File: config.mk
export PLATFORM = sky130hd
export DESIGN_NAME = markov_transition_estimator_flat
export DESIGN_NICKNAME = d
export VERILOG_FILES = /design/src/hw/rtl/mte_pkg.sv /design/src/hw/rtl/mte_if.sv /design/src/hw/rtl/markov_transition_estimator.sv /design/src/flat_wrapper.sv
export SDC_FILE = /design/constraint.sdc
export NUM_CORES = 2
export LEC_CHECK = 0
export BUFFER_PORTS_ARGS = -buffer_cell sky130_fd_sc_hd__clkbuf_2
export CORE_MARGIN = 10
export CORE_UTILIZATION = 45
export CTS_CLUSTER_DIAMETER = 30
export DETAILED_ROUTE_END_ITERATION = 16
export GPL_TIMING_DRIVEN = 1
export PLACE_DENSITY = 0.56
export SYNTH_ARGS = -nofsm -noshare
export SYNTH_HDL_FRONTEND = slang
export SYNTH_SLANG_ARGS = --single-unit
File: constraint.sdc
create_clock -name clk -period 11.65 [get_ports clk]
set_clock_uncertainty 0.05 [all_clocks]
set_input_delay 0.5825 -clock clk [delete_from_list [all_inputs] [get_ports clk]]
set_output_delay 0.5825 -clock clk [all_outputs]
set_load 0.02 [all_outputs]
File: src/hw/rtl/mte_pkg.sv
package mte_pkg;

  // fixed field widths
  localparam int SAMPLE_BITS = 24;
  localparam int CMD_W       = 2;
  localparam int STATE_W     = 3;
  localparam int OUT_CNT_W   = 32;
  localparam int PROB_W      = 17;
  localparam int CFG_W       = 32;
  localparam int CFG_IDX_W   = 2;
  localparam int NSTATES_W   = 4;
  localparam int FRAC_BITS   = 8;

  // defaults for the top level parameters
  localparam int MAX_STATES_DEF = 8;
  localparam int COUNT_BITS_DEF = 32;

  // command codes
  localparam logic [CMD_W-1:0] CMD_ADD   = 2'd0;
  localparam logic [CMD_W-1:0] CMD_READ  = 2'd1;
  localparam logic [CMD_W-1:0] CMD_CLEAR = 2'd2;

  // configuration register indexes
  localparam logic [CFG_IDX_W-1:0] CFG_RANGE_MIN  = 2'd0;
  localparam logic [CFG_IDX_W-1:0] CFG_RANGE_MAX  = 2'd1;
  localparam logic [CFG_IDX_W-1:0] CFG_BIN_WIDTH  = 2'd2;
  localparam logic [CFG_IDX_W-1:0] CFG_NUM_STATES = 2'd3;

  // configuration reset values
  localparam logic [SAMPLE_BITS-1:0] RANGE_MIN_RST  = 24'd0;
  localparam logic [SAMPLE_BITS-1:0] RANGE_MAX_RST  = 24'hFFFFFF;
  localparam logic [CFG_W-1:0]       BIN_WIDTH_RST  = 32'h2000_0000;
  localparam logic [NSTATES_W-1:0]   NUM_STATES_RST = 4'd8;

  // probability of one, 16 fractional bits
  localparam logic [PROB_W-1:0] PROB_MAX = 17'h10000;

  // one result word
  typedef struct packed {
    logic [STATE_W-1:0]   state_index;
    logic                 out_of_range;
    logic [OUT_CNT_W-1:0] entry_count;
    logic [OUT_CNT_W-1:0] row_total;
    logic [PROB_W-1:0]    probability;
  } res_t;

endpackage

File: src/hw/rtl/mte_if.sv
interface mte_in_if;
  logic                           valid;
  logic                           ready;
  logic [mte_pkg::CMD_W-1:0]       command;
  logic [mte_pkg::SAMPLE_BITS-1:0] sample;
  logic [mte_pkg::STATE_W-1:0]     from_state;
  logic [mte_pkg::STATE_W-1:0]     to_state;

  modport source (output valid, command, sample, from_state, to_state, input ready);
  modport sink (input valid, command, sample, from_state, to_state, output ready);
endinterface

interface mte_out_if;
  logic                          valid;
  logic                          ready;
  logic [mte_pkg::STATE_W-1:0]   state_index;
  logic                          out_of_range;
  logic [mte_pkg::OUT_CNT_W-1:0] entry_count;
  logic [mte_pkg::OUT_CNT_W-1:0] row_total;
  logic [mte_pkg::PROB_W-1:0]    probability;

  modport source (output valid, state_index, out_of_range, entry_count, row_total,
                  probability, input ready);
  modport sink (input valid, state_index, out_of_range, entry_count, row_total,
                probability, output ready);
endinterface

File: src/hw/rtl/markov_transition_estimator.sv
// Markov transition matrix estimator.
// in_ch carries one command word: add a sample, read one matrix entry, or clear
// the counts. out_ch returns exactly one result word for every command word.
// cfg_we/cfg_index/cfg_data write range_min, range_max, bin_width, num_states;
// write them only while the block is idle.
// A sample is binned in the accept cycle by comparing against thresholds that
// are precomputed when bin_width is written; its counter and row sum are then
// updated, if a prior sample exists, by a read-modify-write of the counter
// memories; no new command word is taken until that write-back is done.
// A read fetches the entry and its row total; if that total is nonzero, a
// shift-subtract divider forms the probability (one quotient bit a cycle).
// A clear, and reset itself, sweeps the counter memories one entry a cycle,
// during which no command word is taken; configuration writes are still
// accepted.
// Results go through a holding stage and an output register, so one command
// word may be taken while a finished result waits. When out_ch stalls, both
// fill and in_ch.ready drops.
module markov_transition_estimator #(
  parameter int MAX_STATES = mte_pkg::MAX_STATES_DEF,
  parameter int COUNT_BITS = mte_pkg::COUNT_BITS_DEF
) (
  input  logic                            clk,
  input  logic                            rst_n,
  mte_in_if.sink                          in_ch,
  mte_out_if.source                       out_ch,
  input  logic                            cfg_we,
  input  logic [mte_pkg::CFG_IDX_W-1:0]   cfg_index,
  input  logic [mte_pkg::CFG_W-1:0]       cfg_data
);

  localparam int SB        = mte_pkg::SAMPLE_BITS;
  localparam int IDXW      = $clog2(MAX_STATES);
  localparam int AW        = 2 * IDXW;
  localparam int DEPTH     = 1 << AW;
  localparam int ROWS      = 1 << IDXW;
  localparam int THR_W     = mte_pkg::CFG_W + IDXW;
  localparam int DIFF_W    = SB + mte_pkg::FRAC_BITS;
  localparam int CMP_W     = (DIFF_W > THR_W) ? DIFF_W : THR_W;
  localparam int NS_W      = (IDXW + 1 > mte_pkg::NSTATES_W) ? IDXW + 1 : mte_pkg::NSTATES_W;
  localparam int DIV_STEPS = mte_pkg::PROB_W + 1;
  localparam int QW        = DIV_STEPS;
  localparam int DW        = COUNT_BITS + DIV_STEPS - 1;
  localparam int STEP_W    = $clog2(DIV_STEPS);

  localparam logic [2:0] ST_IDLE = 3'd0;
  localparam logic [2:0] ST_UPD  = 3'd1;
  localparam logic [2:0] ST_RD   = 3'd2;
  localparam logic [2:0] ST_DIV  = 3'd3;
  localparam logic [2:0] ST_CLR  = 3'd4;

  // saturating increment
  function automatic logic [COUNT_BITS-1:0] sat_inc(input logic [COUNT_BITS-1:0] v);
    sat_inc = (&v) ? v : v + COUNT_BITS'(1);
  endfunction

  // configuration
  logic [SB-1:0]                   rmin_r;
  logic [SB-1:0]                   rmax_r;
  logic [mte_pkg::NSTATES_W-1:0]   nstates_r;
  logic [THR_W-1:0]                thr_r [1:MAX_STATES-1];
  logic [mte_pkg::CFG_W-1:0]       bw_eff;

  // control
  logic [2:0]            st_r, st_nxt;
  logic [AW-1:0]         ptr_r, ptr_nxt;
  logic [IDXW-1:0]       prev_r, prev_nxt;
  logic                  prev_vld_r, prev_vld_nxt;
  logic                  pend_vld_r, pend_vld_nxt;
  logic                  out_vld_r, out_vld_nxt;
  logic [STEP_W-1:0]     step_r, step_nxt;

  // payload
  logic [AW-1:0]            upd_addr_r, upd_addr_nxt;
  mte_pkg::res_t            pend_r, pend_nxt;
  mte_pkg::res_t            out_r, out_nxt;
  logic [DW-1:0]            rem_r, rem_nxt;
  logic [DW-1:0]            dvs_r, dvs_nxt;
  logic [QW-1:0]            q_r, q_nxt;
  logic [COUNT_BITS-1:0]    ent_r, ent_nxt;
  logic [COUNT_BITS-1:0]    tot_r, tot_nxt;

  // memories
  logic [COUNT_BITS-1:0] cnt_mem [DEPTH];
  logic [COUNT_BITS-1:0] row_mem [ROWS];
  logic [COUNT_BITS-1:0] cnt_rd_r, row_rd_r;
  logic                  cnt_we, row_we, rd_en;
  logic [AW-1:0]         cnt_wa, cnt_ra;
  logic [IDXW-1:0]       row_wa, row_ra;
  logic [COUNT_BITS-1:0] cnt_wd, row_wd;

  // handshake and datapath helpers
  logic                  in_rdy, acc, pend_mv;
  logic                  below, above, flag;
  logic [SB-1:0]         sdiff;
  logic [CMP_W-1:0]      dcmp;
  logic [NS_W-1:0]       ns;
  logic [IDXW-1:0]       n_m1, bin, cur;
  logic                  rd_ok;
  logic [IDXW-1:0]       rd_row, rd_col;
  logic                  ge;
  logic [QW-1:0]         q_step;
  logic [mte_pkg::PROB_W-1:0] prob;

  // configuration registers and bin thresholds
  assign bw_eff = (cfg_data == '0) ? mte_pkg::CFG_W'(1) : cfg_data;

  always_ff @(posedge clk) begin
    if (!rst_n) begin
      rmin_r    <= mte_pkg::RANGE_MIN_RST;
      rmax_r    <= mte_pkg::RANGE_MAX_RST;
      nstates_r <= mte_pkg::NUM_STATES_RST;
      for (int i = 1; i < MAX_STATES; i++) begin
        thr_r[i] <= THR_W'(i) * THR_W'(mte_pkg::BIN_WIDTH_RST);
      end
    end else if (cfg_we) begin
      unique case (cfg_index)
        mte_pkg::CFG_RANGE_MIN:  rmin_r    <= cfg_data[SB-1:0];
        mte_pkg::CFG_RANGE_MAX:  rmax_r    <= cfg_data[SB-1:0];
        mte_pkg::CFG_BIN_WIDTH: begin
          for (int i = 1; i < MAX_STATES; i++) begin
            thr_r[i] <= THR_W'(i) * THR_W'(bw_eff);
          end
        end
        mte_pkg::CFG_NUM_STATES: nstates_r <= cfg_data[mte_pkg::NSTATES_W-1:0];
        default: ;
      endcase
    end
  end

  // bin search by direct compare against the thresholds
  always_comb begin
    ns = NS_W'(nstates_r);
    if (ns < NS_W'(2)) begin
      ns = NS_W'(2);
    end else if (ns > NS_W'(MAX_STATES)) begin
      ns = NS_W'(MAX_STATES);
    end
    n_m1  = IDXW'(ns - NS_W'(1));
    below = in_ch.sample < rmin_r;
    above = in_ch.sample > rmax_r;
    sdiff = in_ch.sample - rmin_r;
    dcmp  = CMP_W'({sdiff, {mte_pkg::FRAC_BITS{1'b0}}});
    bin   = '0;
    for (int i = 1; i < MAX_STATES; i++) begin
      if ((IDXW'(i) <= n_m1) && (dcmp >= CMP_W'(thr_r[i]))) begin
        bin = bin + IDXW'(1);
      end
    end
    flag = below | above;
    cur  = below ? '0 : (above ? n_m1 : bin);
  end

  // read command addressing
  assign rd_ok  = (int'(in_ch.from_state) < MAX_STATES) && (int'(in_ch.to_state) < MAX_STATES);
  assign rd_row = IDXW'(in_ch.from_state);
  assign rd_col = IDXW'(in_ch.to_state);

  // handshake
  assign in_rdy      = (st_r == ST_IDLE) && !pend_vld_r;
  assign in_ch.ready = in_rdy;
  assign acc         = in_ch.valid && in_rdy;
  assign pend_mv     = pend_vld_r && (!out_vld_r || out_ch.ready);

  // divider step
  assign ge     = rem_r >= dvs_r;
  assign q_step = {q_r[QW-2:0], ge};
  assign prob   = (q_step[QW-1] || (q_step[QW-2:0] > mte_pkg::PROB_MAX)) ?
                  mte_pkg::PROB_MAX : q_step[QW-2:0];

  // memory ports
  always_comb begin
    rd_en  = acc;
    cnt_ra = (in_ch.command == mte_pkg::CMD_ADD) ? {prev_r, cur} : {rd_row, rd_col};
    row_ra = (in_ch.command == mte_pkg::CMD_ADD) ? prev_r : rd_row;
    cnt_we = 1'b0;
    row_we = 1'b0;
    cnt_wa = upd_addr_r;
    row_wa = upd_addr_r[AW-1:IDXW];
    cnt_wd = sat_inc(cnt_rd_r);
    row_wd = sat_inc(row_rd_r);
    if (st_r == ST_CLR) begin
      cnt_we = 1'b1;
      row_we = 1'b1;
      cnt_wa = ptr_r;
      row_wa = ptr_r[IDXW-1:0];
      cnt_wd = '0;
      row_wd = '0;
    end else if (st_r == ST_UPD) begin
      cnt_we = 1'b1;
      row_we = 1'b1;
    end
  end

  always_ff @(posedge clk) begin
    if (cnt_we) cnt_mem[cnt_wa] <= cnt_wd;
    if (rd_en) cnt_rd_r <= cnt_mem[cnt_ra];
  end

  always_ff @(posedge clk) begin
    if (row_we) row_mem[row_wa] <= row_wd;
    if (rd_en) row_rd_r <= row_mem[row_ra];
  end

  // sequencer
  always_comb begin
    st_nxt       = st_r;
    ptr_nxt      = ptr_r;
    prev_nxt     = prev_r;
    prev_vld_nxt = prev_vld_r;
    step_nxt     = step_r;
    upd_addr_nxt = upd_addr_r;
    rem_nxt      = rem_r;
    dvs_nxt      = dvs_r;
    q_nxt        = q_r;
    ent_nxt      = ent_r;
    tot_nxt      = tot_r;
    pend_nxt     = pend_r;
    pend_vld_nxt = pend_mv ? 1'b0 : pend_vld_r;

    unique case (st_r)
      ST_IDLE: begin
        if (acc) begin
          pend_nxt     = '0;
          pend_vld_nxt = 1'b1;
          unique case (in_ch.command)
            mte_pkg::CMD_ADD: begin
              pend_nxt.state_index  = mte_pkg::STATE_W'(cur);
              pend_nxt.out_of_range = flag;
              prev_nxt              = cur;
              prev_vld_nxt          = 1'b1;
              upd_addr_nxt          = {prev_r, cur};
              if (prev_vld_r) st_nxt = ST_UPD;
            end
            mte_pkg::CMD_READ: begin
              if (rd_ok) begin
                pend_vld_nxt = 1'b0;
                st_nxt       = ST_RD;
              end
            end
            mte_pkg::CMD_CLEAR: begin
              prev_nxt     = '0;
              prev_vld_nxt = 1'b0;
              ptr_nxt      = '0;
              st_nxt       = ST_CLR;
            end
            default: ;
          endcase
        end
      end
      ST_UPD: begin
        st_nxt = ST_IDLE;
      end
      ST_RD: begin
        ent_nxt = cnt_rd_r;
        tot_nxt = row_rd_r;
        if (row_rd_r == '0) begin
          pend_nxt             = '0;
          pend_nxt.entry_count = mte_pkg::OUT_CNT_W'(cnt_rd_r);
          pend_vld_nxt         = 1'b1;
          st_nxt               = ST_IDLE;
        end else begin
          rem_nxt  = {1'b0, cnt_rd_r, 16'b0} + DW'(row_rd_r >> 1);
          dvs_nxt  = {row_rd_r, {(DIV_STEPS - 1){1'b0}}};
          q_nxt    = '0;
          step_nxt = STEP_W'(DIV_STEPS - 1);
          st_nxt   = ST_DIV;
        end
      end
      ST_DIV: begin
        rem_nxt  = ge ? rem_r - dvs_r : rem_r;
        dvs_nxt  = dvs_r >> 1;
        q_nxt    = q_step;
        step_nxt = step_r - STEP_W'(1);
        if (step_r == '0) begin
          pend_nxt             = '0;
          pend_nxt.entry_count = mte_pkg::OUT_CNT_W'(ent_r);
          pend_nxt.row_total   = mte_pkg::OUT_CNT_W'(tot_r);
          pend_nxt.probability = prob;
          pend_vld_nxt         = 1'b1;
          st_nxt               = ST_IDLE;
        end
      end
      ST_CLR: begin
        ptr_nxt = ptr_r + AW'(1);
        if (&ptr_r) st_nxt = ST_IDLE;
      end
      default: st_nxt = ST_IDLE;
    endcase
  end

  // output register
  always_comb begin
    out_nxt     = pend_mv ? pend_r : out_r;
    out_vld_nxt = pend_mv ? 1'b1 : (out_ch.ready ? 1'b0 : out_vld_r);
  end

  always_ff @(posedge clk) begin
    if (!rst_n) begin
      st_r       <= ST_CLR;
      ptr_r      <= '0;
      prev_r     <= '0;
      prev_vld_r <= 1'b0;
      pend_vld_r <= 1'b0;
      out_vld_r  <= 1'b0;
      step_r     <= '0;
    end else begin
      st_r       <= st_nxt;
      ptr_r      <= ptr_nxt;
      prev_r     <= prev_nxt;
      prev_vld_r <= prev_vld_nxt;
      pend_vld_r <= pend_vld_nxt;
      out_vld_r  <= out_vld_nxt;
      step_r     <= step_nxt;
    end
  end

  always_ff @(posedge clk) begin
    upd_addr_r <= upd_addr_nxt;
    pend_r     <= pend_nxt;
    out_r      <= out_nxt;
    rem_r      <= rem_nxt;
    dvs_r      <= dvs_nxt;
    q_r        <= q_nxt;
    ent_r      <= ent_nxt;
    tot_r      <= tot_nxt;
  end

  // result port
  assign out_ch.valid        = out_vld_r;
  assign out_ch.state_index  = out_r.state_index;
  assign out_ch.out_of_range = out_r.out_of_range;
  assign out_ch.entry_count  = out_r.entry_count;
  assign out_ch.row_total    = out_r.row_total;
  assign out_ch.probability  = out_r.probability;

  // a sample after a prior one always goes through the write-back cycle
  a_upd_after_add: assert property (@(posedge clk) disable iff (!rst_n)
    (acc && in_ch.command == mte_pkg::CMD_ADD && prev_vld_r) |=> (st_r == ST_UPD))
    else $error("sample update skipped write-back");

  // a clear starts the sweep at entry zero and forgets the prior sample
  a_clear_sweep: assert property (@(posedge clk) disable iff (!rst_n)
    (acc && in_ch.command == mte_pkg::CMD_CLEAR) |=>
    (st_r == ST_CLR && ptr_r == '0 && !prev_vld_r))
    else $error("clear did not start sweep");

  // a held result is never overwritten before it moves on
  a_pend_hold: assert property (@(posedge clk) disable iff (!rst_n)
    (pend_vld_r && !pend_mv) |=> (pend_vld_r && $stable(pend_r)))
    else $error("pending result lost");

  // the divider never runs past its last quotient bit
  a_div_steps: assert property (@(posedge clk) disable iff (!rst_n)
    (st_r == ST_DIV) |-> (step_r <= STEP_W'(DIV_STEPS - 1)))
    else $error("divider step count out of range");

  // probability never exceeds one
  a_prob_max: assert property (@(posedge clk) disable iff (!rst_n)
    out_ch.valid |-> (out_ch.probability <= mte_pkg::PROB_MAX))
    else $error("probability above one");

endmodule
File: src/flat_wrapper.sv
// flat-port wrapper written by rule: the top's interface ports become plain ports
module markov_transition_estimator_flat 
#(
  parameter int MAX_STATES = mte_pkg::MAX_STATES_DEF,
  parameter int COUNT_BITS = mte_pkg::COUNT_BITS_DEF
)
  (clk, rst_n, cfg_we, cfg_index, cfg_data, in_ch_valid, in_ch_command, in_ch_sample, in_ch_from_state, in_ch_to_state, in_ch_ready, out_ch_valid, out_ch_state_index, out_ch_out_of_range, out_ch_entry_count, out_ch_row_total, out_ch_probability, out_ch_ready);
  mte_in_if in_ch_i ();
  mte_out_if out_ch_i ();
  input  logic clk;
  input  logic rst_n;
  input  logic cfg_we;
  input  logic [mte_pkg::CFG_IDX_W-1:0] cfg_index;
  input  logic [mte_pkg::CFG_W-1:0] cfg_data;
  input wire logic [$bits(in_ch_i.valid)-1:0] in_ch_valid;
  input wire logic [$bits(in_ch_i.command)-1:0] in_ch_command;
  input wire logic [$bits(in_ch_i.sample)-1:0] in_ch_sample;
  input wire logic [$bits(in_ch_i.from_state)-1:0] in_ch_from_state;
  input wire logic [$bits(in_ch_i.to_state)-1:0] in_ch_to_state;
  output wire logic [$bits(in_ch_i.ready)-1:0] in_ch_ready;
  output wire logic [$bits(out_ch_i.valid)-1:0] out_ch_valid;
  output wire logic [$bits(out_ch_i.state_index)-1:0] out_ch_state_index;
  output wire logic [$bits(out_ch_i.out_of_range)-1:0] out_ch_out_of_range;
  output wire logic [$bits(out_ch_i.entry_count)-1:0] out_ch_entry_count;
  output wire logic [$bits(out_ch_i.row_total)-1:0] out_ch_row_total;
  output wire logic [$bits(out_ch_i.probability)-1:0] out_ch_probability;
  input wire logic [$bits(out_ch_i.ready)-1:0] out_ch_ready;
  assign in_ch_i.valid = in_ch_valid;
  assign in_ch_i.command = in_ch_command;
  assign in_ch_i.sample = in_ch_sample;
  assign in_ch_i.from_state = in_ch_from_state;
  assign in_ch_i.to_state = in_ch_to_state;
  assign in_ch_ready = in_ch_i.ready;
  assign out_ch_valid = out_ch_i.valid;
  assign out_ch_state_index = out_ch_i.state_index;
  assign out_ch_out_of_range = out_ch_i.out_of_range;
  assign out_ch_entry_count = out_ch_i.entry_count;
  assign out_ch_row_total = out_ch_i.row_total;
  assign out_ch_probability = out_ch_i.probability;
  assign out_ch_i.ready = out_ch_ready;
  markov_transition_estimator #(.MAX_STATES(MAX_STATES), .COUNT_BITS(COUNT_BITS)) u_core (.clk(clk), .rst_n(rst_n), .in_ch(in_ch_i), .out_ch(out_ch_i), .cfg_we(cfg_we), .cfg_index(cfg_index), .cfg_data(cfg_data));
endmodule
==> impl_metrics.toml <==
[outcome]
status = "finished clean"

[clocking]
insertion_delay_ns = 1.02
htree_num_levels = 6
clockBufferDepth = 4
cts_buffers = 573
clock_sinks = 2926
clockRootBuffer = "clkbuf_16"
path_clk_slew_ns = 0.05
cts_tree = "done"
post_cts_buffers = 0

[pwr]
clockPowerShare = 0.540
switchingPower_mw = 7.30
p_leak_nw = 54.1
p_sw_frac = 0.239
report.power.total_mw = 30.5
comb_power_share = 0.079
p_int_mw = 23.2
seqPwrFrac = 0.380
power_density_nw_per_um2 = 200
vdd_drop_max_v = 0.000152

[synthesis]
synth_warnings = 0
synth_top_cell_by_area = "edfxtp_1"
synth_edf_count = 2854
yosysUniqueCellTypes = 81
synth_area_leaders = "edfxtp_1 (69%), ha_1 (4.2%), mux2i_1 (3.1%)"
synth_seq_area_share = 0.697
synth_top_flop_cell = "edfxtp_1"
async_reset_ff_frac = 0
yosys_register_bits = 2926
synth_area_per_cell_um2 = 14.2
syn_area_um2 = 125000
yosysTopAreaCellShare = 0.685
syn_inst = 8814
syn_nets = 9346

[worst_setup_path]
crit_type = "reg -> reg"
path_max_fanout = 38
cp_slowest_cell = "nor4_1"
required_ns = 12.33
end_kind = "flip-flop"
reg2reg_depth = 47
cp.arrival_ns = 11.67
timing.rr.end = "u_core.cnt_rd_r[19]"
critPathLaunch = "u_core.rmin_r[1]"
crit_path_end = "u_core.cnt_rd_r[19]"
critical_path.max_stage_delay_ns = 0.69
r2r-start = "u_core.rmin_r[1]"
cp-start-kind = "flip-flop"
regToRegSetupSlack_ns = 0.66

[final_layout]
regArea_um2 = 87100
nFillCells = 22096
multi_input_area_um2 = 35900
final_common_cell = "edfxtp_1"
final_cell_mix = "edfxtp_1 (2854), nand2_1 (849), clkbuf_16 (581)"
drive_gt1_frac = 0.164
area_growth_pct = 22.0
design_area_um2 = 153000
finalCoreUtilization = 0.552
nets = 9973
final_cells = 13629

[route]
wire_per_inst_um = 28.5
drt_wl_total_um = 388000
drt_iter0_markers = 9178
routed_via_density = 6.02
vias = 82009
dr.pass1.iters = 6
ant_nets = 0
drc = 0

[floorplan]
core-area_um2 = 276000
pin_count = 158
die_y_um = 547
die_area_um2 = 299000
row_count = 193
die_w_um = 547
start_util = 0.452

[grt]
grt_first_pass_wirelength_um = 561000
grt_antenna_before_repair = 21
globalRouteTotalUtil = 0.249
grt_max_degree = 125
grt_overflow = 0
grt_pass1_vias = 80352

[placement]
hpwl_um = 232000
dpl_cell_area_um2 = 133000
portBuffers = 157
gp_congestion = 0.859
dp.cells = 12566

[timing]
period_needed_ns = 10.99
drv_slew = 0
fin_crit_sh = 0.943
setup_viol = 0
rsz0062_at_grt = "false"
max_freq_mhz = 91.0
slew_headroom = 0.0620
worstMarginPinSlew_ns = 1.41
hold_viol_final = 0

[job]
max-cap-violations = 0

[min_path]
min_path_type = "in -> reg"
## layer usage
metal | GRT usage | wire length, um
met3 | 0.0469 | 34300
met2 | 0.397 | 179000
met5 | 0 | 40
met1 | 0.348 | 163000
met4 | 0.0784 | 12100
## cells by family after synthesis
group	after synthesis	synth area share
compound gates	1873	0.102
fa+ha+maj	461	0.0484
simple gates	2182	0.0816
flops	2926	0.697
mux	387	0.0310
buf+inv	766	0.0245
xor+xnor	219	0.0156
## critical path, delay by kind of cell (launching register included)
| kind | cells | cell delay, ns |
|---|---|---|
| AOI/OAI and AO/OA | 22 | 4.09 |
| xor gates and xnor gates | 2 | 0.50 |
| adders and majority gates | 7 | 2.10 |
| buffers and inverters | 7 | 1.38 |
| DFF | 1 | 0.32 |
| muxes | 2 | 0.53 |
| and+or+nand+nor | 7 | 1.74 |
## sequential cells by signal (all words and copies together), names as in the netlist, 24 cells and up
register	cells
u_core.cnt_mem	2048
u_core.row_mem	256
u_core.thr_r	131
u_core.pend_r	85
u_core.dvs_r	49
u_core.rem_r	49
u_core.cnt_rd_r	32
u_core.ent_r	32
u_core.out_ch.entry_count	32
u_core.out_ch.row_total	32
u_core.row_rd_r	32
u_core.tot_r	32
u_core.rmax_r	24
u_core.rmin_r	24
## cell type report
cell class	instances	share of cell area
well taps	3705	0.0304
clock buffers	659	0.0976
repair buffers	530	0.0270
inverters	288	0.00709
clock inverters	395	0.0313
multi-input cells	5122	0.235
diodes	4	0.0000656
flip-flops and latches	2926	0.571
## power by group through the flow
stage / clock network [mW] / registers (mW) / logic (mW)
detailed placement: 0 / 11.8 / 2.38
CTS: 16.6 / 11.6 / 2.40
global route: 17.2 / 11.6 / 2.62
floorplan: 0 / 11.8 / 1.54
global placement: 0 / 11.8 / 2.35
finish: 16.5 / 11.6 / 2.42
## how the worst min path moves through the flow
stage | start | to | slack (ns) | cells after the start
finish | rst_n | u_core.rmax_r[10] | 0.07 | 2
detailed placement | u_core.pend_r[49] | u_core.out_ch.entry_count[0] | 0.35 | 0
global route | rst_n | u_core.rmax_r[8] | 0.06 | 2
floorplan | u_core.pend_r[49] | u_core.out_ch.entry_count[0] | 0.35 | 0
global placement | u_core.pend_r[77] | u_core.out_ch.entry_count[28] | 0.35 | 0
CTS | rst_n | u_core.rmax_r[10] | 0.007 | 2
## synthesized netlist by cell type (all sizes together), types with 7 or more instances
library cell,instances
edfxtp,2854
nand2,862
ha,424
mux2i,382
nor2,376
o22ai,356
a211oi,353
clkbuf,332
inv,288
nand3,272
o21ai,247
a21oi,227
nor4,158
a31oi,149
o221ai,149
buf,146
and3,116
xor2,116
xnor2,101
nand4,88
a21o,82
nor3,80
dfxtp,72
nor2b,52
and2,45
o21a,39
a21boi,38
fa,37
nand2b,37
a22o,36
or3,36
o211ai,32
a211o,21
o21bai,19
o31ai,18
or2,16
nor3b,14
o22a,14
and4,11
o221a,9
a32oi,7
a41oi,7
o2111a,7
## stage by stage
step	hold slack, ns	setup TNS, ns	worst slack (ns)
final	0.0702	0	0.660
after global routing	0.0572	0	0.00619
after CTS	0.00664	0	0.240
after detailed placement	0.355	0	0.0213
after global placement	0.352	-0.432	-0.389
after floorplan	0.350	0	1.01
## repair_timing
action	4_1_cts	5_1_grt
endpoints found under the hold margin	7	0
setup endpoints to repair	0	19
hold buffers	5	0
gates resized for setup	0	17
No activity file was read; power rests on OpenSTA's default activity.
